==> src/rtl/core/rsti_pkg.sv <==
`timescale 1ns / 1ps

package rsti_pkg;

	// Alphabet storage: sixteen byte-wide symbols across two 64-bit registers.
	localparam int SYM_COUNT      = 16;
	localparam int SYM_W          = 8;
	localparam int RADIX_W        = 5;
	localparam int DIGIT_W        = 4;
	localparam int MAX_SYMBOLS    = 16;
	localparam int VALUE_BITS_DEF = 32;

	// Character classes.
	localparam logic [SYM_W-1:0] SYM_MIN   = 8'd33;
	localparam logic [SYM_W-1:0] SYM_MAX   = 8'd126;
	localparam logic [SYM_W-1:0] CH_PLUS   = 8'h2B;
	localparam logic [SYM_W-1:0] CH_MINUS  = 8'h2D;
	localparam logic [SYM_W-1:0] CH_SPACE  = 8'h20;
	localparam logic [SYM_W-1:0] CH_WS_LO  = 8'd9;
	localparam logic [SYM_W-1:0] CH_WS_HI  = 8'd13;

	// Register indexes (byte address is 8 times the index).
	localparam logic [1:0] REG_RADIX    = 2'd0;
	localparam logic [1:0] REG_ALPHA_LO = 2'd1;
	localparam logic [1:0] REG_ALPHA_HI = 2'd2;

	typedef struct packed {
		logic [RADIX_W-1:0]                radix;
		logic [SYM_COUNT-1:0][SYM_W-1:0]   symbols;
	} cfg_t;

endpackage

==> src/rtl/core/rsti_alpha_check.sv <==
`timescale 1ns / 1ps

// Checks the configured alphabet: radix in range, every symbol in use is
// printable and not a sign, and no two symbols in use are equal.
module rsti_alpha_check import rsti_pkg::*; (
	input  cfg_t cfg,
	output logic ok
);

	logic bad;

	always_comb begin
		bad = (cfg.radix < RADIX_W'(2)) || (cfg.radix > RADIX_W'(MAX_SYMBOLS));
		for (int i = 0; i < SYM_COUNT; i++) begin
			if (RADIX_W'(i) < cfg.radix) begin
				if (cfg.symbols[i] < SYM_MIN || cfg.symbols[i] > SYM_MAX ||
				    cfg.symbols[i] == CH_PLUS || cfg.symbols[i] == CH_MINUS) begin
					bad = 1'b1;
				end
				for (int j = i + 1; j < SYM_COUNT; j++) begin
					if (RADIX_W'(j) < cfg.radix && cfg.symbols[j] == cfg.symbols[i]) begin
						bad = 1'b1;
					end
				end
			end
		end
		ok = !bad;
	end

endmodule

==> src/rtl/core/radix_string_to_integer.sv <==
`timescale 1ns / 1ps

// Radix string to integer converter. Characters arrive one byte per slave
// transaction; the transaction with tlast set ends the string and produces one
// master transaction carrying the signed result in tdata and the alphabet
// status in tuser. Leading whitespace (space and codes 9 to 13) is skipped, a
// run of '+' and '-' signs follows with each '-' flipping the sign, and then
// digits of the configured alphabet accumulate as value times radix plus
// digit index, wrapping modulo 2^VALUE_BITS and sign-extended or truncated
// to 32 bits. The first other character ends the parse for that string. When
// the alphabet is invalid the result is 0 with tuser low. The block accepts
// one character per clock cycle unless an end transaction in the input
// register waits on a result that is not taken. A result passes through the
// input register and then the single-pass stage that does the digit lookup
// and the multiply-add. A result that is not taken holds back the next end
// transaction and the characters behind it; characters ahead of it keep
// flowing. Alphabet status is recomputed the cycle after a configuration write.
module radix_string_to_integer import rsti_pkg::*; #(
	parameter int VALUE_BITS = VALUE_BITS_DEF
) (
	input  logic        clk,
	input  logic        arst_n,
	// Configuration port (APB style)
	input  logic        psel,
	input  logic        penable,
	input  logic        pwrite,
	input  logic [4:0]  paddr,
	input  logic [63:0] pwdata,
	output logic [63:0] prdata,
	output logic        pready,
	// Character stream in
	input  logic        s_tvalid,
	output logic        s_tready,
	input  logic [7:0]  s_tdata,   // [7:0] ch
	input  logic        s_tlast,   // is_end
	// Result stream out
	output logic        m_tvalid,
	input  logic        m_tready,
	output logic [31:0] m_tdata,   // [31:0] value
	output logic [0:0]  m_tuser    // [0] alphabet_ok
);

	typedef enum logic [1:0] {PH_SPACE, PH_SIGN, PH_DIGIT, PH_STOP} phase_t;

	// Configuration registers.
	logic [RADIX_W-1:0] radix_q;
	logic [63:0]        alpha_lo_q;
	logic [63:0]        alpha_hi_q;
	logic               ok_q;
	cfg_t               cfg;
	logic               ok_comb;
	logic               cfg_wr;

	// Input register.
	logic               vld_s1;
	logic [SYM_W-1:0]   ch_s1;
	logic               end_s1;

	// Parse state.
	phase_t                 phase_q;
	logic                   neg_q;
	logic [VALUE_BITS-1:0]  acc_q;

	// Result register.
	logic        m_vld_q;
	logic [31:0] value_q;
	logic        res_ok_q;

	logic                   adv_s1;
	logic                   is_ws;
	logic                   is_sign;
	logic                   hit;
	logic [DIGIT_W-1:0]     digit;
	logic [VALUE_BITS+4:0]  prod;
	logic [VALUE_BITS-1:0]  acc_next;
	logic signed [VALUE_BITS-1:0] signed_val;
	logic signed [63:0]     wide_val;

	assign pready = 1'b1;
	assign cfg_wr = psel && penable && pwrite;

	always_comb begin
		case (paddr[4:3])
			REG_RADIX:    prdata = {{(64-RADIX_W){1'b0}}, radix_q};
			REG_ALPHA_LO: prdata = alpha_lo_q;
			REG_ALPHA_HI: prdata = alpha_hi_q;
			default:      prdata = '0;
		endcase
	end

	always_ff @(posedge clk or negedge arst_n) begin
		if (!arst_n) begin
			radix_q    <= '0;
			alpha_lo_q <= '0;
			alpha_hi_q <= '0;
		end else if (cfg_wr) begin
			case (paddr[4:3])
				REG_RADIX:    radix_q    <= pwdata[RADIX_W-1:0];
				REG_ALPHA_LO: alpha_lo_q <= pwdata;
				REG_ALPHA_HI: alpha_hi_q <= pwdata;
				default: ;
			endcase
		end
	end

	assign cfg.radix   = radix_q;
	assign cfg.symbols = {alpha_hi_q, alpha_lo_q};

	rsti_alpha_check u_alpha_check (
		.cfg (cfg),
		.ok  (ok_comb)
	);

	// The validity check is wide, so its answer is registered. A reset
	// alphabet has radix 0 and is invalid.
	always_ff @(posedge clk or negedge arst_n) begin
		if (!arst_n) begin
			ok_q <= 1'b0;
		end else begin
			ok_q <= ok_comb;
		end
	end

	// Only an end transaction needs the result register; ordinary characters
	// always leave the input register.
	assign adv_s1   = !end_s1 || !m_vld_q || m_tready;
	assign s_tready = !vld_s1 || adv_s1;

	always_ff @(posedge clk or negedge arst_n) begin
		if (!arst_n) begin
			vld_s1 <= 1'b0;
		end else if (s_tready) begin
			vld_s1 <= s_tvalid;
		end
	end

	always_ff @(posedge clk) begin
		if (s_tready && s_tvalid) begin
			ch_s1  <= s_tdata;
			end_s1 <= s_tlast;
		end
	end

	// Character classification and digit lookup. The lowest matching symbol
	// position below the radix wins.
	always_comb begin
		is_ws   = ch_s1 inside {CH_SPACE, [CH_WS_LO:CH_WS_HI]};
		is_sign = (ch_s1 == CH_PLUS) || (ch_s1 == CH_MINUS);
		hit     = 1'b0;
		digit   = '0;
		for (int k = SYM_COUNT - 1; k >= 0; k--) begin
			if (RADIX_W'(k) < radix_q && cfg.symbols[k] == ch_s1) begin
				hit   = 1'b1;
				digit = DIGIT_W'(k);
			end
		end
	end

	assign prod     = (VALUE_BITS+5)'(acc_q) * (VALUE_BITS+5)'(radix_q);
	assign acc_next = prod[VALUE_BITS-1:0] + VALUE_BITS'(digit);

	assign signed_val = neg_q ? (VALUE_BITS'(0) - acc_q) : acc_q;
	assign wide_val   = 64'(signed_val);

	always_ff @(posedge clk or negedge arst_n) begin
		if (!arst_n) begin
			phase_q  <= PH_SPACE;
			neg_q    <= 1'b0;
			acc_q    <= '0;
			m_vld_q  <= 1'b0;
			value_q  <= '0;
			res_ok_q <= 1'b0;
		end else begin
			// A new result may replace the one being taken in the same cycle.
			if (vld_s1 && adv_s1 && end_s1) begin
				m_vld_q <= 1'b1;
			end else if (m_tready) begin
				m_vld_q <= 1'b0;
			end
			if (vld_s1 && adv_s1) begin
				if (end_s1) begin
					value_q  <= ok_q ? wide_val[31:0] : 32'd0;
					res_ok_q <= ok_q;
					phase_q  <= PH_SPACE;
					neg_q    <= 1'b0;
					acc_q    <= '0;
				end else if (phase_q == PH_SPACE && is_ws) begin
					phase_q <= PH_SPACE;
				end else if ((phase_q == PH_SPACE || phase_q == PH_SIGN) && is_sign) begin
					if (ch_s1 == CH_MINUS) begin
						neg_q <= !neg_q;
					end
					phase_q <= PH_SIGN;
				end else if (phase_q != PH_STOP) begin
					if (hit) begin
						acc_q   <= acc_next;
						phase_q <= PH_DIGIT;
					end else begin
						phase_q <= PH_STOP;
					end
				end
			end
		end
	end

	assign m_tvalid   = m_vld_q;
	assign m_tdata    = value_q;
	assign m_tuser[0] = res_ok_q;

endmodule

==> config.mk <==
export PLATFORM = sky130hd
export DESIGN_NAME = radix_string_to_integer
export DESIGN_NICKNAME = d
export VERILOG_FILES = /design/src/rtl/core/rsti_pkg.sv /design/src/rtl/core/rsti_alpha_check.sv /design/src/rtl/core/radix_string_to_integer.sv
export SDC_FILE = /design/constraint.sdc
export NUM_CORES = 2
export LEC_CHECK = 0
export ABC_CLOCK_PERIOD_IN_PS = 9300
export BUFFER_PORTS_ARGS = -buffer_cell sky130_fd_sc_hd__buf_2
export CAP_MARGIN = 20
export CORE_MARGIN = 5
export CORE_UTILIZATION = 50
export CTS_CLUSTER_SIZE = 14
export DETAILED_ROUTE_END_ITERATION = 10
export PLACE_DENSITY = 0.76
export SETUP_SLACK_MARGIN = 0.15
export SLEW_MARGIN = 20
export SYNTH_ARGS = -nofsm -noshare
export SYNTH_HDL_FRONTEND = slang
export SYNTH_SLANG_ARGS = --single-unit
==> constraint.sdc <==
create_clock -name clk -period 9.3 [get_ports clk]
set_clock_uncertainty 0.2 [all_clocks]
set_input_delay 0.465 -clock clk [delete_from_list [all_inputs] [get_ports clk]]
set_output_delay 0.465 -clock clk [all_outputs]
set_load 0.05 [all_outputs]
# After elaboration in Yosys (flattened, before gate mapping)
# Cells that the tools add are included.
dict set report word_totals {
  register_bits 213
  in_bits 85
  out_inout_bits 100
}
dict set report classes {
  n_addsub 2
  mul 1
  order_cmp 52
  eq_ne 177
  muxes 203
  reduce_logical 219
}
# cell count
set ops {}
lappend ops {{$eq A8 B8 Y1} 136}
lappend ops {{$eq A8 B6 Y1 const B} 35}
lappend ops {{$mux W32} 7}
lappend ops {{$pmux W64 S3} 1}
lappend ops {{$mux W1} 175}
lappend ops {{$logic_and A1 B1 Y1} 144}
lappend ops {{$gt A8 B7 Y1 const B} 16}
lappend ops {{$lt A8 B6 Y1 const B} 16}
lappend ops {{$mux W4} 16}
lappend ops {{$logic_or A1 B1 Y1} 54}
lappend ops {{$lt A4 B5 Y1 const A} 8}
lappend ops {{$add A32 B4 Y32} 1}
lappend ops {{$mul A32 B5 Y32} 1}
lappend ops {{$sub A1 B32 Y32 const A} 1}
lappend ops {{$lt A3 B5 Y1 const A} 4}
lappend ops {{$reduce_bool A2 Y1} 6}
lappend ops {{$lt A1 B5 Y1 const A} 2}
lappend ops {{$lt A2 B5 Y1 const A} 2}
lappend ops {{$reduce_and A2 Y1} 5}
lappend ops {{$ge A8 B4 Y1 const B} 1}
lappend ops {{$le A8 B4 Y1 const B} 1}
lappend ops {{$mux W2} 4}
lappend ops {{$ne A2 B2 Y1 const B} 3}
lappend ops {{$gt A5 B5 Y1 const B} 1}
lappend ops {{other kinds (8)} 14}

# Logic depth before layout (Yosys ltp)
dict set report depth {
  ltp_word 157
  ltp_mapped 25
  depth_no_buf 23
}

# By module
# Synthesis repeated with hierarchy kept, for this count alone.
dict set report hier_totals {
  cells_unflattened 3379
  hier_area_um2 28984.0
}
# mod instances cells_per_inst area_each_um2 seq_area_each_um2
set modules_own_cells {}
lappend modules_own_cells {radix_string_to_integer 1 1582 15911.5 5375.2}
lappend modules_own_cells {rsti_alpha_check 1 1797 13072.5 0.0}

# Least setup slack after synthesis
# No wires, ideal clock.
dict set report synth_timing {
  path_type {register to register}
  startpoint {reg radix_q[4]}
  endpoint {reg acc_q[31]}
  setup_ps 129
  arrival_time_ps 5580
  required_ps 8971
  slack_ps 3391
  stages_incl_launch_ff 22
  path_buffers 6
  synth_period_minus_slack_ps 5909
  cell_sequence {dfrtp_1 clkbuf_1 clkbuf_1 buf_1 clkbuf_1 clkbuf_1 buf_1 nand2_1 fa_1 inv_1 fa_1 fa_1 ha_1 a21o_1 a21o_1 a221o_1 a21o_1 a41oi_1 a21oi_1 a21oi_1 xnor2_1 o21ai_0}
}
dict set report synth_via {
  elab_chain_cells 24
  elab_cells_between_ends 73
}
# element line_no
set synth_rtl {}
lappend synth_rtl {{start, declared} radix_string_to_integer.sv:46} ;# logic [RADIX_W-1:0] radix_q;
lappend synth_rtl {{start signal, assigned} radix_string_to_integer.sv:98} ;# REG_RADIX: radix_q <= pwdata[RADIX_W-1:0];
lappend synth_rtl {{$lt A4 B5 Y1} radix_string_to_integer.sv:152} ;# if (RADIX_W'(k) < radix_q && cfg.symbols[k] == ch_s1) begin
lappend synth_rtl {{$logic_and A1 B1 Y1} radix_string_to_integer.sv:152}
lappend synth_rtl {{$mux W4 (16 in series)} radix_string_to_integer.sv:152}
lappend synth_rtl {{$add A32 B4 Y32} radix_string_to_integer.sv:160} ;# assign acc_next = prod[VALUE_BITS-1:0] + VALUE_BITS'(digit);
lappend synth_rtl {{$mux W32} radix_string_to_integer.sv:195} ;# if (hit) begin
lappend synth_rtl {{$mux W32} radix_string_to_integer.sv:194} ;# end else if (phase_q != PH_STOP) begin
lappend synth_rtl {{$mux W32} radix_string_to_integer.sv:189} ;# end else if ((phase_q == PH_SPACE || phase_q == PH_SIGN) && is_sign) begin
lappend synth_rtl {{$mux W32} radix_string_to_integer.sv:187} ;# end else if (phase_q == PH_SPACE && is_ws) begin
lappend synth_rtl {{$mux W32} radix_string_to_integer.sv:181} ;# if (end_s1) begin
lappend synth_rtl {{end signal, assigned} radix_string_to_integer.sv:196} ;# acc_q <= acc_next;
lappend synth_rtl {{end, declared} radix_string_to_integer.sv:62} ;# logic [VALUE_BITS-1:0] acc_q;
# Several ways; a longest one is shown, not always the timed one. The select of a mux whose other input is x is not followed.
# A chain may end at the register's enable or synchronous reset.

# Worst setup path after layout
dict set report layout_timing {
  startpoint {reg radix_q[4]}
  endpoint {reg acc_q[30]}
}
# The elaborated chain is that of the path after synthesis.

==> impl_metrics.py <==
metrics = {
    "die": {
        "dieArea_sq_um": 62000,
        "rows": 87,
        "core_area_sq_um": 56500,
        "fp.dieW_um": 249,
        "initial_core_util": 0.505,
        "die_y_um": 249,
        "ios": 185,
    },
    "sta": {
        "slew_headroom": 0.220,
        "hold_violations": 0,
        "rsz0062_at_grt": "false",
        "setup_tns_ps": 0,
        "slew_violations": 0,
        "hold_ws_ps": 95.0,
        "fin_crit_sh": 0.788,
        "fin_crit_ps": 7330,
        "tightest_slew_ps": 1160,
        "setup_viol": 0,
        "timing.fmax_ghz": 0.137,
    },
    "pwr": {
        "powerDensity_nw_per_um2": 217,
        "leakagePower_nw": 13.0,
        "ir_drop_mv": 0.265,
    },
    "drt": {
        "drt_iter0_drc": 4321,
        "via_per_inst": 6.55,
        "dr_wl_met3_mm": 15.5,
        "first_pass_iters": 10,
        "met1Wirelength_mm": 40.6,
        "remaining_drc_errors": 0,
        "dr_wl_met2_mm": 43.4,
        "ant_nets": 0,
        "vias": 27494,
        "detail_route.wl_per_cell_um": 25.9,
        "wirelength_mm": 108,
        "top_layer": "met4",
    },
    "logic_synthesis": {
        "syn_area_per_cell_sq_um": 8.45,
        "synth_top_family_by_area": "XOR/XNOR gates",
        "synth_cell_types": 72,
        "syn_nets": 3611,
        "muxShareOfSynthArea": 0.0498,
        "synthSimpleGateAreaFrac": 0.159,
        "yosysWarnings": 0,
        "synth_edf_count": 9,
        "ys_seq_area_frac": 0.188,
        "synthXorXnorAreaFrac": 0.350,
        "synthAdderAreaFrac": 0.0879,
        "synth_cells": 3377,
        "synthArstFlopShare": 0.958,
        "synth_flop_cell": "dfrtp_1",
        "synth_area_sq_um": 28600,
        "ys_seq_elements": 213,
        "synth_compound_area_frac": 0.0955,
    },
    "cells_and_area": {
        "multiInputGateArea_sq_um": 21200,
        "mostFrequentLayoutCells": "xnor2_1 (695), xor2_1 (445), nand2_1 (238)",
        "drive_gt1_frac": 0.156,
        "syn2layout_area_growth_pct": 10.8,
        "layout_commonest_cell": "xnor2_1",
        "fillers": 4909,
        "nNetsFinal": 3652,
        "regArea_sq_um": 5380,
    },
    "setup_path": {
        "critical_path_class": "flip-flop to flip-flop",
        "cp-end-kind": "flip-flop",
        "worstPathArrival_ps": 7630,
        "cp_max_fo": 32,
        "crit_path_start_kind": "flip-flop",
        "critPathLaunch": "radix_q[4]",
        "reg2reg_from": "radix_q[4]",
        "cp.required_ps": 9600,
    },
    "clock_tree": {
        "cts_buffers": 27,
        "postCtsSetupRepairBufs": 0,
        "postCtsHoldBufs": 76,
        "path_clk_slew_ps": 70,
        "cts.sinks": 213,
        "clock_path_buffers": 3,
        "root_buffer": "clkbuf_16",
        "htree_levels": 1,
        "cts_tree": "done",
        "post_cts_resized": 0,
        "clock_latency_ps": 600,
    },
    "run": {
        "drv_cap": 0,
    },
    "placed_design": {
        "dp_hpwl_mm": 67.0,
        "gp_congestion": 1.03,
        "portBuffers": 180,
    },
    "grt": {
        "antenna_found_initial": 1,
        "overflow": 0,
        "grt_use_total": 0.333,
        "grt_max_degree": 75,
        "grt_pass1_wl_mm": 164,
        "grt_pass1_vias": 26541,
    },
    "run_status": {
        "outcome": "finished, final reports clean",
    },
    "min_path": {
        "hold_class": "input port to flip-flop",
        "hold_start": "m_tready",
    },
}
state kept, by name, indices dropped and copies added (netlist names):
name / cells
acc_q: 32
alpha_hi_q: 64
alpha_lo_q: 64
ch_s1: 8
end_s1: 1
m_tdata: 32
m_tuser: 1
m_tvalid: 1
neg_q: 1
ok_q: 1
phase_q: 2
radix_q: 5
vld_s1: 1
logic make-up (layout without fill, tap and decap cells):
kind of cell,after synthesis,after routing
xor+xnor,1140,1140
fa+ha+maj,149,149
mux,127,127
buf+inv,492,553
simple gates,863,863
flops,213,213
other cells,1,2
compound gates,392,392
worst paths after layout:
kind / endpoint / slack (ps) / depth (start not counted)
max: acc_q[30] / 1970 / 22
min: m_tvalid / 100 / 3
max reg2reg: acc_q[30] / 1970 / 22
min reg2reg: m_tdata[25] / 260 / 2
max in group asynchronous: m_tdata[14] / 6520 / 4
min in group asynchronous: alpha_hi_q[38] / 190 / 2
routing by layer:
layer  global-route usage  vias up
li1                     -    11485
met4                0.201        0
met1                0.439    13111
met2                0.477     2209
met5              0.00232        -
met3                0.106      689
critical path, cell delays in order (launching register included):
cell and delay, ps:
dfrtp_2 800, buf_4 580, or2_2 480, a21oi_1 90
buf_4 210, or3_1 550, nand4_1 200, nor3_1 90
nor2b_1 200, fa_1 450, ha_1 290, inv_1 50
fa_1 520, fa_1 480, nand2b_1 190, a21oi_1 290
o41ai_1 150, a21oi_1 440, a21oi_1 260, o2111ai_1 290
a21oi_1 110, xor2_1 140, o21ai_0 140
stage by stage:
| step | utilization | total power, mW | instance area [sq um] | setup WS [ps] | std cells |
|---|---|---|---|---|---|
| 2_1_floorplan | - | 4.43 | 28600 | 3390 | 3377 |
| 3_3_place_gp | 0.531 | 5.44 | 30000 | 2260 | 4069 |
| 3_5_place_dp | 0.531 | 5.55 | 30000 | 2180 | 4069 |
| 4_1_cts | 0.560 | 6.66 | 31600 | 2160 | 4194 |
| 5_1_grt | 0.560 | 7.09 | 31600 | 1700 | 4194 |
| 6_report | 0.560 | 6.86 | 31600 | 1970 | 4195 |
layout make-up:
type / instances / area share
clock inverter: 18 / 0.00518
clock buffer: 31 / 0.0228
timing repair buffer: 411 / 0.0896
antenna: 1 / 0.0000791
sequential: 213 / 0.170
inverter: 93 / 0.0110
multi-input combinational: 2672 / 0.671
tap: 756 / 0.0299
cell usage after synthesis, types with 6 or more instances:
library cell / instances / area share
xnor2_1: 695 / 0.21
xor2_1: 445 / 0.14
nand2_1: 238 / 0.031
buf_1: 215 / 0.028
dfrtp_1: 204 / 0.18
nand4_1: 186 / 0.041
clkbuf_1: 161 / 0.021
mux2_2: 121 / 0.048
nor4_1: 112 / 0.025
nor3_1: 101 / 0.018
inv_1: 93 / 0.012
o21ai_0: 87 / 0.015
fa_1: 86 / 0.060
and2_1: 66 / 0.014
ha_1: 63 / 0.028
a21oi_1: 62 / 0.011
a22o_1: 60 / 0.018
nor2_1: 51 / 0.0067
nand3_1: 50 / 0.0088
o31ai_1: 45 / 0.012
a31oi_1: 31 / 0.0068
a21o_1: 15 / 0.0039
a32o_1: 9 / 0.0032
and3_1: 9 / 0.0020
edfxtp_1: 9 / 0.0095
nand2b_1: 9 / 0.0020
o41ai_1: 9 / 0.0028
a211oi_1: 8 / 0.0021
o21a_1: 8 / 0.0021
a32oi_1: 7 / 0.0021
buf_6: 7 / 0.0028
o211ai_1: 7 / 0.0018
o311ai_0: 7 / 0.0021
a41oi_1: 6 / 0.0018
mux2i_1: 6 / 0.0021
report_power, final:
group          internal [mW]  leakage, nW  total, mW  switching, mW
sequential              1.07         2.70       1.23          0.155
combinational           1.70         9.87       4.56           2.85
clock                  0.592        0.427       1.07          0.482
total                   3.37         13.0       6.86           3.49
Note: power is estimated with default switching activity, not from simulation.
